--- config.mk ---
export PLATFORM = sky130hd
export DESIGN_NAME = coc_cordic
export DESIGN_NICKNAME = d
export VERILOG_FILES = /design/src/rtl/core/coc_pkg.sv /design/src/rtl/core/coc_cordic.sv
export SDC_FILE = /design/constraint.sdc
export NUM_CORES = 2
export LEC_CHECK = 0
export BUFFER_PORTS_ARGS = -buffer_cell sky130_fd_sc_hd__buf_2
export CORE_MARGIN = 2
export CORE_UTILIZATION = 55
export DETAILED_ROUTE_END_ITERATION = 16
export GPL_ROUTABILITY_DRIVEN = 1
export PLACE_DENSITY = 0.67
export SYNTH_ARGS = -nofsm -noshare
export SYNTH_HDL_FRONTEND = slang
export SYNTH_SLANG_ARGS = --single-unit
--- constraint.sdc ---
create_clock -name aclk -period 14.7 [get_ports aclk]
set_input_delay 2.94 -clock aclk [delete_from_list [all_inputs] [get_ports aclk]]
set_output_delay 2.94 -clock aclk [all_outputs]
set_load 0.005 [all_outputs]
--- src/rtl/core/coc_pkg.sv ---
// Shared types, constants and the CORDIC step for circle_obstacle_clearance.
// Used by coc_cordic, coc_rotate, coc_square and the top level.
// No dependencies.
package coc_pkg;

    // sine / cosine format: Q1.30 in a 32-bit word
    localparam int TRIG_W    = 32;
    localparam int TRIG_FRAC = 30;
    localparam logic signed [TRIG_W-1:0] CORDIC_START = 32'sd652032874;
    localparam logic signed [TRIG_W-1:0] ROUND_HALF   = 32'sd536870912;

    localparam int CORDIC_ITERS    = 20;
    localparam int ITERS_PER_STAGE = 2;
    localparam int CORDIC_STAGES   = CORDIC_ITERS / ITERS_PER_STAGE;
    localparam int ROT_STAGES      = 3;
    localparam int SQ_STAGES       = 4;

    // arctangent of 2^-i, quarter turn = 2^30
    localparam logic signed [TRIG_W-1:0] ATAN_TBL [CORDIC_ITERS] = '{
        32'sd536870912, 32'sd316933405, 32'sd167458907, 32'sd85004756,
        32'sd42667331,  32'sd21354465,  32'sd10680862,  32'sd5340245,
        32'sd2670163,   32'sd1335087,   32'sd667544,    32'sd333772,
        32'sd166886,    32'sd83443,     32'sd41722,     32'sd20861,
        32'sd10430,     32'sd5215,      32'sd2608,      32'sd1304
    };

    localparam int ANGLE_FULL_W = 16;
    localparam logic [1:0] QUAD_0 = 2'd0;
    localparam logic [1:0] QUAD_1 = 2'd1;
    localparam logic [1:0] QUAD_2 = 2'd2;
    localparam logic [1:0] QUAD_3 = 2'd3;

    localparam int MARGIN_W    = 64;
    localparam int MARGIN_FRAC = 16;
    localparam int SAT_W       = 66;
    localparam logic signed [MARGIN_W-1:0] MARGIN_MAX = 64'sh7FFF_FFFF_FFFF_FFFF;
    localparam logic signed [MARGIN_W-1:0] MARGIN_MIN = 64'sh8000_0000_0000_0000;

    localparam int CFG_ADDR_W = 3;
    localparam logic [CFG_ADDR_W-1:0] REG_OBST_X   = 3'd0;
    localparam logic [CFG_ADDR_W-1:0] REG_OBST_Y   = 3'd1;
    localparam logic [CFG_ADDR_W-1:0] REG_OBST_RAD = 3'd2;
    localparam logic [CFG_ADDR_W-1:0] REG_BODY_X   = 3'd3;
    localparam logic [CFG_ADDR_W-1:0] REG_BODY_Y   = 3'd4;
    localparam logic [CFG_ADDR_W-1:0] REG_VEH_RAD  = 3'd5;
    localparam logic [31:0] RADIUS_ONE = 32'h0001_0000;

    typedef struct packed {
        logic signed [TRIG_W-1:0] x;
        logic signed [TRIG_W-1:0] y;
        logic signed [TRIG_W-1:0] z;
    } cordic_vec_t;

    // one rotation-mode micro-rotation
    function automatic cordic_vec_t cordic_iter(input cordic_vec_t v, input logic [4:0] i);
        cordic_vec_t r;
        logic signed [TRIG_W-1:0] xs;
        logic signed [TRIG_W-1:0] ys;
        xs = v.x >>> i;
        ys = v.y >>> i;
        if (!v.z[TRIG_W-1]) begin
            r.x = v.x - ys;
            r.y = v.y + xs;
            r.z = v.z - ATAN_TBL[i];
        end else begin
            r.x = v.x + ys;
            r.y = v.y - xs;
            r.z = v.z + ATAN_TBL[i];
        end
        return r;
    endfunction

endpackage

--- src/rtl/core/coc_cordic.sv ---
// Pipelined CORDIC sine/cosine, two micro-rotations per stage, quadrant fold
// in the last stage. Carries the pose alongside. Depends on coc_pkg.
module coc_cordic #(
    parameter int PW = 64,
    parameter int AB = 16
) (
    input  logic                                 aclk,
    input  logic [coc_pkg::CORDIC_STAGES-1:0]    en,
    input  logic [AB-1:0]                        heading,
    input  logic [PW-1:0]                        pay_in,
    output logic signed [coc_pkg::TRIG_W-1:0]    cos_out,
    output logic signed [coc_pkg::TRIG_W-1:0]    sin_out,
    output logic [PW-1:0]                        pay_out
);
    import coc_pkg::*;

    localparam int NS = CORDIC_STAGES;

    cordic_vec_t              vec_reg  [NS-1];
    logic [1:0]               quad_reg [NS-1];
    logic [PW-1:0]            pay_reg  [NS];
    logic signed [TRIG_W-1:0] cos_reg, sin_reg;
    logic signed [TRIG_W-1:0] cos_next, sin_next;
    cordic_vec_t              vout [NS];
    cordic_vec_t              v0;
    logic [ANGLE_FULL_W-1:0]  ang_full;

    assign ang_full = ANGLE_FULL_W'(heading) << (ANGLE_FULL_W - AB);

    always_comb begin
        v0.x = CORDIC_START;
        v0.y = '0;
        // residual angle within the quadrant
        v0.z = {2'b00, ang_full[ANGLE_FULL_W-3:0], 16'h0000};
        vout[0] = cordic_iter(cordic_iter(v0, 5'd0), 5'd1);
        for (int s = 1; s < NS; s++) begin
            vout[s] = cordic_iter(cordic_iter(vec_reg[s-1], 5'(ITERS_PER_STAGE * s)),
                                  5'(ITERS_PER_STAGE * s + 1));
        end
    end

    always_comb begin
        case (quad_reg[NS-2])
            QUAD_0: begin
                cos_next = vout[NS-1].x;
                sin_next = vout[NS-1].y;
            end
            QUAD_1: begin
                cos_next = -vout[NS-1].y;
                sin_next = vout[NS-1].x;
            end
            QUAD_2: begin
                cos_next = -vout[NS-1].x;
                sin_next = -vout[NS-1].y;
            end
            default: begin
                cos_next = vout[NS-1].y;
                sin_next = -vout[NS-1].x;
            end
        endcase
    end

    always_ff @(posedge aclk) begin
        if (en[0]) begin
            vec_reg[0]  <= vout[0];
            quad_reg[0] <= ang_full[ANGLE_FULL_W-1:ANGLE_FULL_W-2];
            pay_reg[0]  <= pay_in;
        end
        for (int s = 1; s < NS - 1; s++) begin
            if (en[s]) begin
                vec_reg[s]  <= vout[s];
                quad_reg[s] <= quad_reg[s-1];
                pay_reg[s]  <= pay_reg[s-1];
            end
        end
        if (en[NS-1]) begin
            cos_reg         <= cos_next;
            sin_reg         <= sin_next;
            pay_reg[NS-1]   <= pay_reg[NS-2];
        end
    end

    assign cos_out = cos_reg;
    assign sin_out = sin_reg;
    assign pay_out = pay_reg[NS-1];

endmodule

==> results_dict.tcl <==
set metrics [dict create \
    status "complete, no violations" \
    worstSetupPathType "reg2reg" \
    yosysTopAreaCell "edfxtp_1" \
    ios 219 \
    setup_tns_ns 0 \
    drv_slew 0 \
    use_met3_pct 2.84 \
    fp.dieArea_um2 254000 \
    drt_wl_total_um 352000 \
    synth_area_per_cell_um2 9.24 \
    cp-end-kind "flop" \
    top_usage_layer "met2" \
    cts_resized 0 \
    relSlewSlack_pct 26.6 \
    drt_iter0_drc 8336 \
    synth_cell_types 121 \
    post-cts-setup-buffer-count 0 \
    cts-htree-levels 4 \
    synthTopCellsByCount "ha_1 (1627), edfxtp_1 (1497), a21oi_1 (1448)" \
    num_rows 183 \
    cp_slowest_stage_delay_ns 0.75 \
    vias_per_cell 5.95 \
    gp_congestion 0.970 \
    max_cap_violations 0 \
    hpwlAfterDp_um 279000 \
    setup_viol 0 \
    postSynth.asyncResetShare_pct 0 \
    die_w_um 504 \
    cts_root_buf "clkbuf_16" \
    syn_area_um2 138000 \
    grt_util_met1_pct 36.5 \
    fin_crit_sh_pct 78.2 \
    hold_viol 0 \
    fin_skew_ns 0.0758 \
    first_pass_iters 6 \
    period_needed_ns 11.49 \
    rsz0062_at_grt "no" \
    yosysTopAreaCellShare_pct 32.7 \
    overflow 0 \
    yosys_warnings 0 \
    grt.total_usage_pct 26.8 \
    largest_reg_flops 775 \
    max_freq_ghz 0.0870 \
    cpLargestDelayFamily "simple AND/OR/NAND/NOR gates" \
    worstPathArrival_ns 12.04 \
    cts_buffer_depth 3 \
    wire_per_inst_um 18.9 \
    grt_max_degree 118 \
    synthesis.instances 14900 \
    start_kind "flop" \
    cts-hold-fix-buffers 0 \
    synthToLayoutAreaGrowth_pct 7.87 \
    antenna_found_initial 6 \
    clkSlewWorstSetupHoldPaths_ns 0.06 \
    grt_pass1_vias 102000 \
    ant_nets 0 \
    cpMostUsedCell "ha_1" \
    clock_latency_ns 0.85 \
    vias 111000 \
    fin_nets 16900 \
    die_y_um 504 \
    cts_buffers 166 \
    synth_most_common_cell "ha_1" \
    ys_seq_area_share_pct 32.7 \
    cp.required_ns 15.25 \
    drive_above_1_share_pct 5.56 \
    synth.area.top_cells "edfxtp_1 (33%), ha_1 (15%), xnor2_1 (8.7%)" \
    cts_sinks 1497 \
    coreArea_um2 249000 \
    initial_utilization_pct 55.3 \
    syn_nets 16700 \
    tightest_slew_ns 1.09 \
    cp_max_fo 8 \
    min-delay-path-class "reg2reg" \
    synth_edf_count 1497 \
    drc 0 \
    use_met2_pct 45.2 \
    slowest_stage "nor4_1" \
    io_buffers 218 \
    ys_seq_elements 1497 \
    grt_pass1_wl_um 557000 \
    tritoncts "done" \
    critPathBufInv 1 \
    synth-main-ff-cell "edfxtp_1" \
]
==> worst reg2reg max path: cells and delay by family, from the launching register on <==
kind / cells / cell delay, ns
flip-flops: 1 / 0.50
adder cells (fa/ha/maj): 4 / 1.41
XOR/XNOR: 2 / 0.34
AND/OR/NAND/NOR: 14 / 4.53
AO/OA/AOI/OAI: 13 / 3.91
buffers and inverters: 1 / 0.03
multiplexers: 1 / 0.47
==> stage by stage <==
stage / instance area, um2 / util [%] / setup WS [ns] / hold slack [ns] / std cells
floorplan: 138000 / - / 5.42 / 0.400 / 14900
global placement: 143000 / 57.3 / 3.72 / 0.400 / 18300
detailed placement: 143000 / 57.3 / 3.62 / 0.405 / 18300
CTS: 149000 / 59.7 / 3.54 / 0.375 / 18600
global route: 149000 / 59.7 / 2.14 / 0.389 / 18600
finish: 149000 / 59.7 / 3.21 / 0.374 / 18600
==> area by class of cell <==
type / instances / area [um2]
Sequential cell: 1497 / 45000
Tap cell: 3330 / 4170
Clock buffer: 188 / 4240
Multi-Input combinational cell: 12400 / 88900
Timing Repair Buffer: 304 / 1800
Inverter: 753 / 2830
Antenna cell: 2 / 5.00
Fill cell: 21900 / 100000
Clock inverter: 117 / 1580
==> final timing paths <==
kind / slack (ns) / to / depth (start not counted) / start
worst max register to register: 3.21 / cos_out[29]$_DFFE_PP_ / 35 / vec_reg[0][853]$_DFFE_PP_
worst min-delay path: 0.37 / pay_reg[2][23]$_DFFE_PP_ / 0 / pay_reg[1][23]$_DFFE_PP_
worst min register to register: 0.37 / pay_reg[2][23]$_DFFE_PP_ / 0 / pay_reg[1][23]$_DFFE_PP_
worst max-delay path: 3.21 / cos_out[29]$_DFFE_PP_ / 35 / vec_reg[0][853]$_DFFE_PP_
==> placed cells by master, fill, tap and decap left out, types with 508 or more instances in the layout <==
cell	instances
ha_1	1627
edfxtp_1	1497
a21oi_1	1447
xnor2_1	1367
nor2_1	1317
nand2_1	871
o21ai_0	821
inv_1	736
xor2_1	621
a21o_1	508
==> layer usage <==
metal	up-vias	part of all wire [%]
li1	55700	-
met1	51800	46
met2	2661	47
met3	446	4.8
met4	0	2.7
met5	-	0
==> cells by family (layout without fill, tap and decap cells) <==
| kind of cell | Yosys count | after routing | synth area share [%] |
|---|---|---|---|
| buffers and inverters | 1021 | 1362 | 2.79 |
| AND/OR/NAND/NOR | 4123 | 4123 | 14.5 |
| flip-flops | 1497 | 1497 | 32.7 |
| XOR/XNOR | 1990 | 1990 | 12.7 |
| AO/OA/AOI/OAI | 4467 | 4467 | 20.6 |
| adder cells (fa/ha/maj) | 1674 | 1674 | 15.5 |
| multiplexers | 133 | 133 | 1.26 |
| other | 0 | 2 | 0 |
Power is left out: the tool's default activity adds up to more than one toggle a clock period on the data nets, which glitch-free logic cannot reach.
